File: src/fbup_pkg.sv
// shared types, constants and helpers of the framebuffer update parser
package fbup_pkg;

  // configuration limits
  localparam int unsigned MAX_WIDTH  = 4096;
  localparam int unsigned MAX_HEIGHT = 4096;
  localparam int unsigned BPP_MAX    = 4;

  // field widths
  localparam int unsigned DIM_W      = 13;
  localparam int unsigned BPP_W      = 3;
  localparam int unsigned ADDR_W     = 26;
  localparam int unsigned BYTE_W     = 8;
  localparam int unsigned ROWB_W     = 15;
  localparam int unsigned CFG_IDX_W  = 2;
  localparam int unsigned CFG_DATA_W = 13;

  // action queue and result buffer sizes
  localparam int unsigned QDEPTH = 4;
  localparam int unsigned QPTR_W = 2;
  localparam int unsigned ODEPTH = 2;
  localparam int unsigned OPTR_W = 1;

  // configuration register indexes
  localparam logic [CFG_IDX_W-1:0] REG_FB_WIDTH  = 2'd0;
  localparam logic [CFG_IDX_W-1:0] REG_FB_HEIGHT = 2'd1;
  localparam logic [CFG_IDX_W-1:0] REG_BPP       = 2'd2;

  typedef enum logic [1:0] {
    KIND_PIXEL = 2'd0,
    KIND_CLEAR = 2'd1,
    KIND_DONE  = 2'd2,
    KIND_ERROR = 2'd3
  } kind_t;

  typedef enum logic [1:0] {
    ERR_MSG_TYPE = 2'd0,
    ERR_BOUNDS   = 2'd1,
    ERR_ENCODING = 2'd2
  } err_t;

  typedef struct packed {
    logic [DIM_W-1:0] fb_width;
    logic [DIM_W-1:0] fb_height;
    logic [BPP_W-1:0] bpp;
  } cfg_t;

  // one queued action: a result, optionally followed by a done marker
  typedef struct packed {
    kind_t             kind;
    logic [ADDR_W-1:0] address;
    logic [BYTE_W-1:0] data;
    err_t              error_code;
    logic              done_after;
  } act_t;

  typedef struct packed {
    logic valid;
    act_t act;
  } q_push_t;

  typedef struct packed {
    kind_t             kind;
    logic [ADDR_W-1:0] address;
    logic [BYTE_W-1:0] data;
    err_t              error_code;
    logic              last;
  } res_t;

  function automatic logic cfg_ok(cfg_t c);
    return (c.fb_width != '0) && (c.fb_width <= DIM_W'(MAX_WIDTH)) &&
           (c.fb_height != '0) && (c.fb_height <= DIM_W'(MAX_HEIGHT)) &&
           (c.bpp != '0) && (c.bpp <= BPP_W'(BPP_MAX));
  endfunction

endpackage

File: src/fbup_front.sv
// byte parser: message decode, header capture, checks and pixel addressing
module fbup_front (
  input  logic                          clk,
  input  logic                          rst_n,
  input  logic                          push,
  input  logic [fbup_pkg::BYTE_W-1:0]   stream_byte,
  output logic                          ready,
  input  fbup_pkg::cfg_t                cfg,
  input  logic                          q_full,
  output fbup_pkg::q_push_t             q_wr
);
  import fbup_pkg::*;

  localparam logic [BYTE_W-1:0] MSG_UPDATE = 8'd0;
  localparam logic [BYTE_W-1:0] MSG_CMAP   = 8'd1;
  localparam logic [BYTE_W-1:0] MSG_BELL   = 8'd2;
  localparam logic [BYTE_W-1:0] MSG_CUT    = 8'd3;

  localparam logic [3:0] CMAP_HDR_LAST = 4'd4;
  localparam logic [3:0] CMAP_CNT_FROM = 4'd3;
  localparam logic [3:0] CUT_HDR_LAST  = 4'd6;
  localparam logic [3:0] CUT_LEN_FROM  = 4'd3;
  localparam logic [3:0] UPD_HDR_LAST  = 4'd2;
  localparam logic [3:0] RECT_HDR_LAST = 4'd11;

  typedef enum logic [3:0] {
    PH_TYPE, PH_CMAP_HDR, PH_CUT_HDR, PH_SKIP, PH_UPD_HDR, PH_RECT_HDR,
    PH_MUL_BASE, PH_MUL_SCALE, PH_PIXELS, PH_FAILED
  } phase_t;

  phase_t            phase_r, phase_nxt;
  logic [3:0]        hdr_idx_r, hdr_idx_nxt;
  logic [31:0]       hdr_word_r, hdr_word_nxt;
  logic [31:0]       skip_left_r, skip_left_nxt;
  logic [15:0]       rects_left_r, rects_left_nxt;
  logic [15:0]       rect_x_r, rect_x_nxt;
  logic [15:0]       rect_y_r, rect_y_nxt;
  logic [15:0]       rect_w_r, rect_w_nxt;
  logic [15:0]       rect_h_r, rect_h_nxt;
  logic [31:0]       enc_r, enc_nxt;
  logic [ROWB_W-1:0] row_left_r, row_left_nxt;
  logic [15:0]       rows_left_r, rows_left_nxt;
  logic [ADDR_W-1:0] row_base_r, row_base_nxt;
  logic [ADDR_W-1:0] wp_r, wp_nxt;
  logic [ROWB_W-1:0] row_len_r, row_len_nxt;
  logic [ROWB_W-1:0] row_stride_r, row_stride_nxt;
  logic [DIM_W-1:0]  lat_width_r, lat_width_nxt;
  logic [BPP_W-1:0]  lat_bpp_r, lat_bpp_nxt;
  logic [ADDR_W-1:0] pix_base_r, pix_base_nxt;

  logic                      accept;
  logic [15:0]               hdr16_new;
  logic [31:0]               hdr32_new;
  logic [18:0]               cmap_skip;
  logic [31:0]               enc_new;
  logic [16:0]               x_end;
  logic [16:0]               y_end;
  logic                      bounds_bad;
  logic [2*DIM_W-1:0]        mul_yw;
  logic [ADDR_W-1:0]         pix_sum;
  logic [DIM_W+BPP_W-1:0]    len_prod;
  logic [DIM_W+BPP_W-1:0]    stride_prod;
  logic [ADDR_W+BPP_W-1:0]   scale_prod;

  assign ready  = !q_full && (phase_r != PH_MUL_BASE) && (phase_r != PH_MUL_SCALE);
  assign accept = push && ready;

  assign hdr16_new = {hdr_word_r[7:0], stream_byte};
  assign hdr32_new = {hdr_word_r[23:0], stream_byte};
  assign cmap_skip = {1'b0, hdr16_new, 2'b00} + {2'b00, hdr16_new, 1'b0};
  assign enc_new   = {enc_r[23:0], stream_byte};

  assign x_end      = {1'b0, rect_x_r} + {1'b0, rect_w_r};
  assign y_end      = {1'b0, rect_y_r} + {1'b0, rect_h_r};
  assign bounds_bad = !cfg_ok(cfg) || (x_end > {4'd0, cfg.fb_width}) ||
                      (y_end > {4'd0, cfg.fb_height});

  // first address stage: pixel index and row geometry
  assign mul_yw      = rect_y_r[DIM_W-1:0] * lat_width_r;
  assign pix_sum     = ADDR_W'(mul_yw) + ADDR_W'(rect_x_r[DIM_W-1:0]);
  assign len_prod    = rect_w_r[DIM_W-1:0] * lat_bpp_r;
  assign stride_prod = lat_width_r * lat_bpp_r;
  // second address stage: scale to bytes
  assign scale_prod  = pix_base_r * lat_bpp_r;

  always_comb begin
    phase_nxt      = phase_r;
    hdr_idx_nxt    = hdr_idx_r;
    hdr_word_nxt   = hdr_word_r;
    skip_left_nxt  = skip_left_r;
    rects_left_nxt = rects_left_r;
    rect_x_nxt     = rect_x_r;
    rect_y_nxt     = rect_y_r;
    rect_w_nxt     = rect_w_r;
    rect_h_nxt     = rect_h_r;
    enc_nxt        = enc_r;
    row_left_nxt   = row_left_r;
    rows_left_nxt  = rows_left_r;
    row_base_nxt   = row_base_r;
    wp_nxt         = wp_r;
    row_len_nxt    = row_len_r;
    row_stride_nxt = row_stride_r;
    lat_width_nxt  = lat_width_r;
    lat_bpp_nxt    = lat_bpp_r;
    pix_base_nxt   = pix_base_r;
    q_wr           = '0;

    if (phase_r == PH_MUL_BASE) begin
      pix_base_nxt   = pix_sum;
      row_len_nxt    = ROWB_W'(len_prod);
      row_stride_nxt = ROWB_W'(stride_prod);
      phase_nxt      = PH_MUL_SCALE;
    end else if (phase_r == PH_MUL_SCALE) begin
      row_base_nxt  = ADDR_W'(scale_prod);
      wp_nxt        = ADDR_W'(scale_prod);
      row_left_nxt  = row_len_r;
      rows_left_nxt = rect_h_r;
      phase_nxt     = PH_PIXELS;
    end else if (accept) begin
      unique case (phase_r)
        PH_TYPE: begin
          hdr_idx_nxt  = '0;
          hdr_word_nxt = '0;
          if (stream_byte == MSG_UPDATE) begin
            phase_nxt = PH_UPD_HDR;
          end else if (stream_byte == MSG_CMAP) begin
            phase_nxt = PH_CMAP_HDR;
          end else if (stream_byte == MSG_CUT) begin
            phase_nxt = PH_CUT_HDR;
          end else if (stream_byte != MSG_BELL) begin
            q_wr.valid          = 1'b1;
            q_wr.act.kind       = KIND_ERROR;
            q_wr.act.error_code = ERR_MSG_TYPE;
            phase_nxt           = PH_FAILED;
          end
        end
        PH_CMAP_HDR: begin
          // pad, first colour, then entry count
          hdr_idx_nxt = hdr_idx_r + 4'd1;
          if (hdr_idx_r >= CMAP_CNT_FROM) begin
            hdr_word_nxt = {16'd0, hdr16_new};
          end
          if (hdr_idx_r == CMAP_HDR_LAST) begin
            hdr_idx_nxt   = '0;
            skip_left_nxt = 32'(cmap_skip);
            phase_nxt     = (cmap_skip != '0) ? PH_SKIP : PH_TYPE;
          end
        end
        PH_CUT_HDR: begin
          hdr_idx_nxt = hdr_idx_r + 4'd1;
          if (hdr_idx_r >= CUT_LEN_FROM) begin
            hdr_word_nxt = hdr32_new;
          end
          if (hdr_idx_r == CUT_HDR_LAST) begin
            hdr_idx_nxt   = '0;
            skip_left_nxt = hdr32_new;
            phase_nxt     = (hdr32_new != '0) ? PH_SKIP : PH_TYPE;
          end
        end
        PH_SKIP: begin
          skip_left_nxt = skip_left_r - 32'd1;
          if (skip_left_r == 32'd1) begin
            phase_nxt = PH_TYPE;
          end
        end
        PH_UPD_HDR: begin
          hdr_idx_nxt = hdr_idx_r + 4'd1;
          if (hdr_idx_r != '0) begin
            hdr_word_nxt = {16'd0, hdr16_new};
          end
          if (hdr_idx_r == UPD_HDR_LAST) begin
            hdr_idx_nxt = '0;
            q_wr.valid  = 1'b1;
            if (!cfg_ok(cfg)) begin
              q_wr.act.kind       = KIND_ERROR;
              q_wr.act.error_code = ERR_BOUNDS;
              phase_nxt           = PH_FAILED;
            end else begin
              rects_left_nxt      = hdr16_new;
              q_wr.act.kind       = KIND_CLEAR;
              q_wr.act.done_after = (hdr16_new == '0);
              phase_nxt           = (hdr16_new == '0) ? PH_TYPE : PH_RECT_HDR;
            end
          end
        end
        PH_RECT_HDR: begin
          hdr_idx_nxt = hdr_idx_r + 4'd1;
          unique case (hdr_idx_r[3:1])
            3'd0:    rect_x_nxt = {rect_x_r[7:0], stream_byte};
            3'd1:    rect_y_nxt = {rect_y_r[7:0], stream_byte};
            3'd2:    rect_w_nxt = {rect_w_r[7:0], stream_byte};
            3'd3:    rect_h_nxt = {rect_h_r[7:0], stream_byte};
            default: enc_nxt    = enc_new;
          endcase
          if (hdr_idx_r == RECT_HDR_LAST) begin
            hdr_idx_nxt   = '0;
            lat_width_nxt = cfg.fb_width;
            lat_bpp_nxt   = cfg.bpp;
            if (bounds_bad) begin
              q_wr.valid          = 1'b1;
              q_wr.act.kind       = KIND_ERROR;
              q_wr.act.error_code = ERR_BOUNDS;
              phase_nxt           = PH_FAILED;
            end else if (enc_new != '0) begin
              q_wr.valid          = 1'b1;
              q_wr.act.kind       = KIND_ERROR;
              q_wr.act.error_code = ERR_ENCODING;
              phase_nxt           = PH_FAILED;
            end else if ((rect_w_r == '0) || (rect_h_r == '0)) begin
              // empty rectangle: nothing to write
              rects_left_nxt = rects_left_r - 16'd1;
              if (rects_left_r == 16'd1) begin
                q_wr.valid    = 1'b1;
                q_wr.act.kind = KIND_DONE;
                phase_nxt     = PH_TYPE;
              end
            end else begin
              phase_nxt = PH_MUL_BASE;
            end
          end
        end
        PH_PIXELS: begin
          q_wr.valid       = 1'b1;
          q_wr.act.kind    = KIND_PIXEL;
          q_wr.act.address = wp_r;
          q_wr.act.data    = stream_byte;
          wp_nxt           = wp_r + ADDR_W'(1);
          row_left_nxt     = row_left_r - ROWB_W'(1);
          if (row_left_r == ROWB_W'(1)) begin
            if (rows_left_r == 16'd1) begin
              rects_left_nxt = rects_left_r - 16'd1;
              if (rects_left_r == 16'd1) begin
                q_wr.act.done_after = 1'b1;
                phase_nxt           = PH_TYPE;
              end else begin
                phase_nxt = PH_RECT_HDR;
              end
            end else begin
              rows_left_nxt = rows_left_r - 16'd1;
              row_base_nxt  = row_base_r + ADDR_W'(row_stride_r);
              wp_nxt        = row_base_r + ADDR_W'(row_stride_r);
              row_left_nxt  = row_len_r;
            end
          end
        end
        PH_FAILED: begin
          phase_nxt = PH_FAILED;
        end
        default: begin
          phase_nxt = PH_TYPE;
        end
      endcase
    end
  end

  always_ff @(posedge clk) begin
    if (!rst_n) begin
      phase_r      <= PH_TYPE;
      hdr_idx_r    <= '0;
      hdr_word_r   <= '0;
      skip_left_r  <= '0;
      rects_left_r <= '0;
      rect_x_r     <= '0;
      rect_y_r     <= '0;
      rect_w_r     <= '0;
      rect_h_r     <= '0;
      enc_r        <= '0;
      row_left_r   <= '0;
      rows_left_r  <= '0;
      row_base_r   <= '0;
      wp_r         <= '0;
      row_len_r    <= '0;
      row_stride_r <= '0;
      lat_width_r  <= '0;
      lat_bpp_r    <= '0;
      pix_base_r   <= '0;
    end else begin
      phase_r      <= phase_nxt;
      hdr_idx_r    <= hdr_idx_nxt;
      hdr_word_r   <= hdr_word_nxt;
      skip_left_r  <= skip_left_nxt;
      rects_left_r <= rects_left_nxt;
      rect_x_r     <= rect_x_nxt;
      rect_y_r     <= rect_y_nxt;
      rect_w_r     <= rect_w_nxt;
      rect_h_r     <= rect_h_nxt;
      enc_r        <= enc_nxt;
      row_left_r   <= row_left_nxt;
      rows_left_r  <= rows_left_nxt;
      row_base_r   <= row_base_nxt;
      wp_r         <= wp_nxt;
      row_len_r    <= row_len_nxt;
      row_stride_r <= row_stride_nxt;
      lat_width_r  <= lat_width_nxt;
      lat_bpp_r    <= lat_bpp_nxt;
      pix_base_r   <= pix_base_nxt;
    end
  end

endmodule

File: src/fbup_queue.sv
// short action queue between the parser and the result stage
module fbup_queue (
  input  logic              clk,
  input  logic              rst_n,
  input  fbup_pkg::q_push_t wr,
  output logic              full,
  input  logic              pop,
  output logic              empty,
  output fbup_pkg::act_t    head
);
  import fbup_pkg::*;

  act_t              slot_r [QDEPTH];
  logic [QPTR_W-1:0] wr_ptr_r, rd_ptr_r;
  logic [QPTR_W:0]   count_r;
  logic              do_wr, do_rd;

  assign full  = (count_r == (QPTR_W+1)'(QDEPTH));
  assign empty = (count_r == '0);
  assign head  = slot_r[rd_ptr_r];
  assign do_wr = wr.valid && !full;
  assign do_rd = pop && !empty;

  always_ff @(posedge clk) begin
    if (do_wr) begin
      slot_r[wr_ptr_r] <= wr.act;
    end
  end

  always_ff @(posedge clk) begin
    if (!rst_n) begin
      wr_ptr_r <= '0;
      rd_ptr_r <= '0;
      count_r  <= '0;
    end else begin
      if (do_wr) begin
        wr_ptr_r <= wr_ptr_r + QPTR_W'(1);
      end
      if (do_rd) begin
        rd_ptr_r <= rd_ptr_r + QPTR_W'(1);
      end
      case ({do_wr, do_rd})
        2'b10:   count_r <= count_r + (QPTR_W+1)'(1);
        2'b01:   count_r <= count_r - (QPTR_W+1)'(1);
        default: count_r <= count_r;
      endcase
    end
  end

endmodule

File: src/fbup_back.sv
// result stage: expands actions into results and buffers them for the consumer
module fbup_back (
  input  logic           clk,
  input  logic           rst_n,
  input  logic           q_empty,
  input  fbup_pkg::act_t q_head,
  output logic           q_pop,
  output logic           empty,
  input  logic           pop,
  output fbup_pkg::res_t head
);
  import fbup_pkg::*;

  res_t              buf_r [ODEPTH];
  logic [OPTR_W-1:0] wr_ptr_r, rd_ptr_r;
  logic [OPTR_W:0]   count_r;
  logic              sub_r, sub_nxt;
  logic              space, emit, do_rd;
  res_t              res;

  assign space = (count_r != (OPTR_W+1)'(ODEPTH));
  assign emit  = !q_empty && space;
  assign do_rd = pop && !empty;
  assign empty = (count_r == '0);
  assign head  = buf_r[rd_ptr_r];
  assign q_pop = emit && (sub_r || !q_head.done_after);

  always_comb begin
    res     = '0;
    sub_nxt = sub_r;
    if (sub_r) begin
      // trailing done marker
      res.kind = KIND_DONE;
      res.last = 1'b1;
    end else begin
      res.kind       = q_head.kind;
      res.address    = q_head.address;
      res.data       = q_head.data;
      res.error_code = q_head.error_code;
      res.last       = !q_head.done_after;
    end
    if (emit) begin
      sub_nxt = !sub_r && q_head.done_after;
    end
  end

  always_ff @(posedge clk) begin
    if (emit) begin
      buf_r[wr_ptr_r] <= res;
    end
  end

  always_ff @(posedge clk) begin
    if (!rst_n) begin
      wr_ptr_r <= '0;
      rd_ptr_r <= '0;
      count_r  <= '0;
      sub_r    <= 1'b0;
    end else begin
      sub_r <= sub_nxt;
      if (emit) begin
        wr_ptr_r <= wr_ptr_r + OPTR_W'(1);
      end
      if (do_rd) begin
        rd_ptr_r <= rd_ptr_r + OPTR_W'(1);
      end
      case ({emit, do_rd})
        2'b10:   count_r <= count_r + (OPTR_W+1)'(1);
        2'b01:   count_r <= count_r - (OPTR_W+1)'(1);
        default: count_r <= count_r;
      endcase
    end
  end

endmodule

File: src/framebuffer_update_parser_core.sv
// top level of the framebuffer update parser
//
// Byte-serial decoder for the server side of a remote framebuffer stream,
// raw encoding only. Push one stream byte per transfer; results come out of
// a queue-style port. Colour-map, bell and cut-text messages are consumed
// silently. An update gives a clear-store result, one pixel write per pixel
// byte, and a done marker after the last rectangle. Errors (unknown message,
// rectangle out of bounds or bad configuration, non-raw encoding) give one
// error result, after which every byte is taken and dropped until reset.
// Throughput is one byte per cycle for message, header, skip and pixel
// bytes, as long as results are drained at one per cycle. The last byte of
// a non-empty rectangle header is followed by full high while the start
// address goes through a two-stage multiply (y*width+x, then times bytes
// per pixel). A byte that gives two results (last pixel of an update, empty
// update) holds the result stage for both of them; a four-entry action
// queue between parser and result stage absorbs that. Results pass through
// the action queue and the output buffer before they show on the result
// ports. Configuration writes take effect on the next cycle and belong in
// idle time only.
module framebuffer_update_parser_core (
  input  logic                                clk,
  input  logic                                rst_n,
  // input byte channel
  input  logic                                push,
  output logic                                full,
  input  logic [fbup_pkg::BYTE_W-1:0]         in_stream_byte,
  // result channel
  output logic                                empty,
  input  logic                                pop,
  output logic [1:0]                          out_kind,
  output logic [fbup_pkg::ADDR_W-1:0]         out_address,
  output logic [fbup_pkg::BYTE_W-1:0]         out_data,
  output logic [1:0]                          out_error_code,
  output logic                                out_last,
  // configuration write port
  input  logic                                cfg_write_en,
  input  logic [fbup_pkg::CFG_IDX_W-1:0]      cfg_index,
  input  logic [fbup_pkg::CFG_DATA_W-1:0]     cfg_data
);
  import fbup_pkg::*;

  cfg_t    cfg_r;
  logic    front_ready;
  q_push_t q_wr;
  logic    q_full, q_empty, q_pop;
  act_t    q_head;
  res_t    res_head;

  // configuration registers, reset to 640x480 at four bytes per pixel
  always_ff @(posedge clk) begin
    if (!rst_n) begin
      cfg_r.fb_width  <= DIM_W'(640);
      cfg_r.fb_height <= DIM_W'(480);
      cfg_r.bpp       <= BPP_W'(4);
    end else if (cfg_write_en) begin
      unique case (cfg_index)
        REG_FB_WIDTH:  cfg_r.fb_width  <= cfg_data;
        REG_FB_HEIGHT: cfg_r.fb_height <= cfg_data;
        REG_BPP:       cfg_r.bpp       <= cfg_data[BPP_W-1:0];
        default:       cfg_r           <= cfg_r;   // unmapped index
      endcase
    end
  end

  // front: parses bytes and queues actions
  fbup_front u_front (
    .clk         (clk),
    .rst_n       (rst_n),
    .push        (push),
    .stream_byte (in_stream_byte),
    .ready       (front_ready),
    .cfg         (cfg_r),
    .q_full      (q_full),
    .q_wr        (q_wr)
  );

  assign full = !front_ready;

  // decoupling queue
  fbup_queue u_queue (
    .clk   (clk),
    .rst_n (rst_n),
    .wr    (q_wr),
    .full  (q_full),
    .pop   (q_pop),
    .empty (q_empty),
    .head  (q_head)
  );

  // back: one result per cycle into the output buffer while it has space
  fbup_back u_back (
    .clk     (clk),
    .rst_n   (rst_n),
    .q_empty (q_empty),
    .q_head  (q_head),
    .q_pop   (q_pop),
    .empty   (empty),
    .pop     (pop),
    .head    (res_head)
  );

  assign out_kind       = res_head.kind;
  assign out_address    = res_head.address;
  assign out_data       = res_head.data;
  assign out_error_code = res_head.error_code;
  assign out_last       = res_head.last;

endmodule

File: config.mk
export PLATFORM = sky130hd
export DESIGN_NAME = framebuffer_update_parser_core
export DESIGN_NICKNAME = d
export VERILOG_FILES = /design/src/fbup_pkg.sv /design/src/fbup_front.sv /design/src/fbup_queue.sv /design/src/fbup_back.sv /design/src/framebuffer_update_parser_core.sv
export SDC_FILE = /design/constraint.sdc
export NUM_CORES = 2
export LEC_CHECK = 0
export BUFFER_PORTS_ARGS = -buffer_cell sky130_fd_sc_hd__buf_2
export CORE_UTILIZATION = 55
export CTS_CLUSTER_SIZE = 16
export DETAILED_ROUTE_END_ITERATION = 6
export PLACE_DENSITY = 0.74
export RECOVER_POWER = 100
export SLEW_MARGIN = 20
export SYNTH_ARGS = -nofsm -noshare
export SYNTH_HDL_FRONTEND = slang
export SYNTH_SLANG_ARGS = --single-unit
File: constraint.sdc
create_clock -name clk -period 12.6 [get_ports clk]
set_input_delay 0.63 -clock clk [delete_from_list [all_inputs] [get_ports clk]]
set_output_delay 0.63 -clock clk [all_outputs]
set_load 0.01 [all_outputs]
== After elaboration in Yosys (flattened, before gate mapping) ==
Memory sizes are Yosys's and may differ from the RTL's. A register that Yosys moved wholly into a read port is not among the register bits.
Cells that the tools add are included.
Widths: inputs -> output; s select.
Word-level totals
  output and inout bits: 41
  bits in registers: 364
  word-level logic and storage cells: 305
  bits of input ports: 28
  memories kept: 2
  memory bits (writable): 234
Cells by class
  bitwise gates (word level): 4
  $lt $le $gt $ge: 6
  $mul: 4
  eq/ne operators: 65
  add/subtract/negate cells: 19
  reduce and logical (&&, ||, !) cells: 70
  mux-type cells: 105
Memory list
  u_queue.slot_r: words 4, width 39, read ports 1, clocked after Yosys merged registers in 1, write ports 1, line fbup_queue.sv:13  | act_t slot_r [QDEPTH];
  u_back.buf_r: words 2, width 39, read ports 1, clocked after Yosys merged registers in 1, write ports 1, line fbup_back.sv:14  | res_t buf_r [ODEPTH];
Operators with widths (count)
  $mux 26: 10
  $mux 16: 13
  $mux 40: 3
  $pmux 24 s4: 1
  $pmux 32 s3: 1
  $mux 4: 22
  $mux 15: 5
  $mux 24: 3
  $mux 32: 2
  $reduce_bool 32->1: 2
  $logic_not 16->1: 3
  $pmux 16 s3: 1
  $mux 3: 14
  $mux 36: 1
  $reduce_and 5->1: 7
  $add 16x16->17: 2
  $gt 17x13->1: 2
  $mux 34: 1
  $eq 16x1->1 const B: 2
  $eq 32x1->1 const B: 1
  $pmux 4 s8: 1
  $sub 16x1->16 const B: 2
  $sub 32x1->32 const B: 1
  $mul 13x3->15: 2
  68 further kinds: 171

== Longest topological paths before layout ==
  depth in word-level cells: 18
  mapped depth: 30
  gate-level depth less buffers: 30

== Cells and area by module ==
A second synthesis with hierarchy kept.
Second synthesis, totals
  cells, all modules: 4475
  area, all modules: 40020.9 um^2
Modules (own cells, without submodules)
  fbup_front: area each 29414.5 um^2, times used 1, seq. area each 6466.2 um^2, cells each 3908
  fbup_queue: area each 6107.1 um^2, times used 1, seq. area each 4864.7 um^2, cells each 257
  fbup_back: area each 3333.2 um^2, times used 1, seq. area each 2462.4 um^2, cells each 195
  framebuffer_update_parser_core: area each 1166.1 um^2, times used 1, seq. area each 580.6 um^2, cells each 115

== Least setup slack after synthesis ==
Ideal clock, no wire load.
  path kind: register to register
  from: register u_front.lat_width_r[4]
  to: register u_front.pix_base_r[23]
  data required time: 12.526 ns
  setup time: 0.074 ns
  stages on the path, launching flop included: 24
  data arrival time: 5.883 ns
  path buffers: 1
  slack: 6.643 ns
  clock period less this slack: 5.957 ns
  path through: dfxtp_1 -> clkbuf_1 -> nand2_1 -> fa_1 -> inv_1 -> fa_1 -> inv_1 -> fa_1 -> inv_1 -> fa_1 -> fa_1 -> fa_1 -> ha_1 -> o21a_1 -> o21ai_0 -> nand2b_1 -> and3_1 -> a221oi_1 -> o211ai_1 -> a21oi_1 -> nor2b_1 -> nor2_1 -> nand4b_1 -> a31oi_1
On the way
  longest elaborated chain between the ends: 2
Ends and longest elaborated chain
  start: declaration: line fbup_front.sv:47  | logic [DIM_W-1:0] lat_width_r, lat_width_nxt;
  start signal: assignment: line fbup_front.sv:294  | lat_width_r <= lat_width_nxt;
  $mul 13x13->26: line fbup_front.sv:79  | assign mul_yw = rect_y_r[DIM_W-1:0] * lat_width_r;
  $add 26x13->26: line fbup_front.sv:80  | assign pix_sum = ADDR_W'(mul_yw) + ADDR_W'(rect_x_r[DIM_W-1:0]);
  end signal: assignment: line fbup_front.sv:296  | pix_base_r <= pix_base_nxt;
  end: declaration: line fbup_front.sv:49  | logic [ADDR_W-1:0] pix_base_r, pix_base_nxt;
No other way between the ends.
A chain may end at the register's enable or synchronous reset.

== Worst setup path in the final report ==
  from: register u_front.phase_r[0]
  to: register u_front.wp_r[20]
On the way
  longest elaborated chain between the ends: 6
  elaborated cells between the ends (all ways): 13
  those cells by class: eq/ne (5); mux (1); bitwise (1); reduce/logical (6)
Ends and longest elaborated chain
  start: declaration: line fbup_front.sv:31  | phase_t phase_r, phase_nxt;
  start signal: assignment: line fbup_front.sv:278  | phase_r <= phase_nxt;
  $ne 4x3->1: line fbup_front.sv:65  | assign ready = !q_full && (phase_r != PH_MUL_BASE) && (phase_r != PH_MUL_SCALE);
  $logic_and 1x1->1 (2 in a row): line fbup_front.sv:65
  $logic_and 1x1->1: line fbup_front.sv:66  | assign accept = push && ready;
  $reduce_bool 2->1 (no line)
  $reduce_and 3->1 (no line)
  end signal: assignment: line fbup_front.sv:291  | wp_r <= wp_nxt;
  end: declaration: line fbup_front.sv:44  | logic [ADDR_W-1:0] wp_r, wp_nxt;
Several ways; a longest one is shown, not always the timed one.

==> results.cfg <==
[cts]
numClockSinks = 601
clock_path_buffers = 3
clk_latency_ns = 0.65
cts_buffers = 68
cts_tree = built
cts_htree_levels = 3
cts.repair.resized = 0
post_cts_buffers = 0
clk_pin_slew_ns = 0.06
hold_buffers = 0
root_buffer = clkbuf_16

[grt]
grt_pass1_wl_um = 161000
grt-ovfl-total = 0
busiest_layer = met2
met3_usage_pct = 3.38
use_met1_pct = 37.5
grtUsageTotal_pct = 27.3
antenna_found_initial = 1
grt_use_met2_pct = 44.0
grt_pass1_vias = 30000
grt_max_degree = 112

[finish]
nets = 4829
fillers = 6112
mostFrequentLayoutCells = nand2_1 (758), a21oi_1 (393), dfxtp_1 (363)
drive_gt1_share_pct = 5.92
stdcell_count = 5351
diodes = 0
final_area_sq_um = 42500
fin_util_pct = 60.4
layout_commonest_cell = nand2_1
area_growth_pct = 8.06

[floorplanning]
die_area_sq_um = 72600
start_util_pct = 55.9
die_w_um = 269
io_pins = 69
core_sq_um = 70400
fp.dieH_um = 269
rows = 97

[timing]
worstMarginPinSlew_ns = 4.15
max_freq_mhz = 113
relSlewSlack_pct = -177
hold_violations = 0
finalCritPeriodShare_pct = 70.3
fin_skew_ns = 0.0476
whs_ns = 0.238
fin_ws_ns = 3.74
finalMaxSlewViolations = 826
grt_setup_unrepaired = false
setup_violations = 0
fin_crit_ns = 8.86
finalSetupTns_ns = 0

[critical_path]
cp-start-kind = flop
crit_type = reg -> reg
endpoint_kind = flop
crit_arrival_ns = 9.37
cp.required_ns = 13.11
crit_path_max_fanout = 57

[synth]
synth_seq_cells = 601
synth_async_sr_flop_share_pct = 0
synthesis.area_sq_um = 39300
synth.distinct_cells = 84
ys_warn_count = 0
syn_nets = 4881
synth_cells = 4410
syn-mean-instance-area_sq_um = 8.92
synth-edff-count = 234
synth_ff_type = dfxtp_1
ys_seq_area_share_pct = 36.5

[power_and_ir_drop]
combPwrFrac_pct = 27.2
clkPwrFrac_pct = 33.2
p_leak_nw = 17.1
swShare_pct = 33.0
power_frac_seq_pct = 39.6
irDropWorstVdd_mv = 0.135
switchingPower_mw = 2.07
finalPower_mw = 6.27
p_int_mw = 4.20
power_density_nw_per_um2 = 147

[run_status]
outcome = finished, violations left
violations = capacitance limit, slew limit

[placed_design]
dpl_worst_slack_ns = 5.90
placedInstanceArea_sq_um = 40300
gp_congestion = 0.916
port_buffers = 68
dp_hpwl_um = 69900
placedCellCount = 5226

[worst_hold_path]
hold_path_class = in -> reg

[drt]
vias = 31800
drt_iter0_markers = 2846
drc = 0
drtPass1Iterations = 6
ant_nets = 0
avgRoutedWirePerCell_um = 18.7
routed_wl_um = 100000
via_per_inst = 5.95

[run]
maxCapViolations = 18
metal layers:
metal  vias up  part of all wire, %
met5         -                    0
met4         0                  3.7
met3       205                  6.5
met2      1173                   46
met1     15300                   44
li1      15200                    -
critical path: stages, from the launching register on:
cell and delay, ns:
dfxtp_1 0.61, clkbuf_1 1.67, clkinv_1 1.03, nor2_1 1.45
clkbuf_1 1.51, nor2_1 0.71, clkbuf_1 0.47, nor2_1 0.54
a31oi_1 0.19, o21ai_0 0.24, a21oi_1 0.06, a31o_1 0.20
cells by family (layout without fill, tap and decap cells):
family / count (synthesis) / in the layout / share of synthesized area, %
AND/OR/NAND/NOR: 1657 / 1657 / 19.5
AO/OA/AOI/OAI: 930 / 930 / 14.2
flip-flops: 601 / 601 / 36.5
buffers and inverters: 544 / 545 / 5.24
adder cells (fa/ha/maj): 443 / 443 / 17.6
XOR/XNOR: 146 / 146 / 3.25
multiplexers: 89 / 89 / 3.64
sequential cells by signal (all words and copies together), names as in the netlist, 4 cells and up, named ones only:
| signal | count |
|---|---|
| u_queue.slot_r | 156 |
| u_back.buf_r | 78 |
| u_front.skip_left_r | 32 |
| cfg_r | 29 |
| u_front.pix_base_r | 26 |
| u_front.row_base_r | 26 |
| u_front.wp_r | 26 |
| u_front.enc_r | 24 |
| u_front.hdr_word_r | 24 |
| u_front.rect_h_r | 16 |
| u_front.rect_w_r | 16 |
| u_front.rect_x_r | 16 |
| u_front.rect_y_r | 16 |
| u_front.rects_left_r | 16 |
| u_front.rows_left_r | 16 |
| u_front.row_left_r | 15 |
| u_front.row_len_r | 15 |
| u_front.row_stride_r | 15 |
| u_front.lat_width_r | 13 |
| u_front.hdr_idx_r | 4 |
| u_front.phase_r | 4 |
cells in the mapped netlist (8+ instances only):
cell      number  share of area, %
a31o_1         9              0.20
nand2_1      758               7.2
buf_1         13              0.12
buf_2         11              0.14
nor4_1        44              0.70
o21a_1        18              0.34
a21o_1        36              0.69
inv_1        323               3.1
nand3b_1      18              0.34
or2_2          9              0.14
mux2_2        43               1.2
nor3_1        78              0.99
a31oi_1       29              0.46
nor2_1       278               2.7
o21ai_1       12              0.15
a221oi_1       8              0.18
nor3b_1       11              0.21
and3_1        50              0.79
a22oi_1       21              0.40
fa_1         183               9.3
a21oi_1      392               5.0
or3_1         29              0.46
xor2_1        50               1.1
nand3_1      100               1.3
dfxtp_1      367                19
xnor2_1       96               2.1
a21boi_0       9              0.17
a311oi_1      13              0.29
a211oi_1      47              0.90
o22ai_1       12              0.19
edfxtp_1     234                18
o21bai_1      12              0.23
ha_1         260               8.3
and2_1       164               2.6
nor2b_1       27              0.43
o31ai_1       15              0.29
nand4_1       31              0.49
o211ai_1      39              0.74
mux4_2        39               2.2
o311ai_0       8              0.18
nand2b_1      27              0.43
o21ai_0      188               2.4
clkbuf_1     194               1.9
layout make-up:
type                       instances  area (sq um)  area share, %
sequential                       601         14400           33.8
clock inverter                    36           524           1.23
timing repair buffer              98           462           1.09
tap                              940          1180           2.77
multi-input combinational       3265         22900           53.9
clock buffer                      87          1840           4.34
inverter                         324          1220           2.86
final timing paths:
path | startpoint | to | slack [ns] | depth (start not counted)
worst min-delay path | cfg_data[9] | cfg_r[25]$_SDFFE_PN1P_ | 0.24 | 3
worst max register to register | u_front.phase_r[0]$_SDFFE_PN0P_ | u_front.wp_r[20]$_SDFFE_PN0P_ | 3.74 | 11
worst min register to register | u_front.row_left_r[3]$_SDFFE_PN0P_ | u_front.row_left_r[3]$_SDFFE_PN0P_ | 0.45 | 2
worst max-delay path | u_front.phase_r[0]$_SDFFE_PN0P_ | u_front.wp_r[20]$_SDFFE_PN0P_ | 3.74 | 11
power by group through the flow:
stage          Sequential [mW]  Combinational (mW)  Clock [mW]
2_1_floorplan             2.45                1.31           0
3_3_place_gp              2.50                1.68           0
3_5_place_dp              2.51                1.70           0
4_1_cts                   2.48                1.72        2.11
5_1_grt                   2.51                1.88        2.17
6_report                  2.48                1.70        2.08
(Power assumes the default switching activity.)
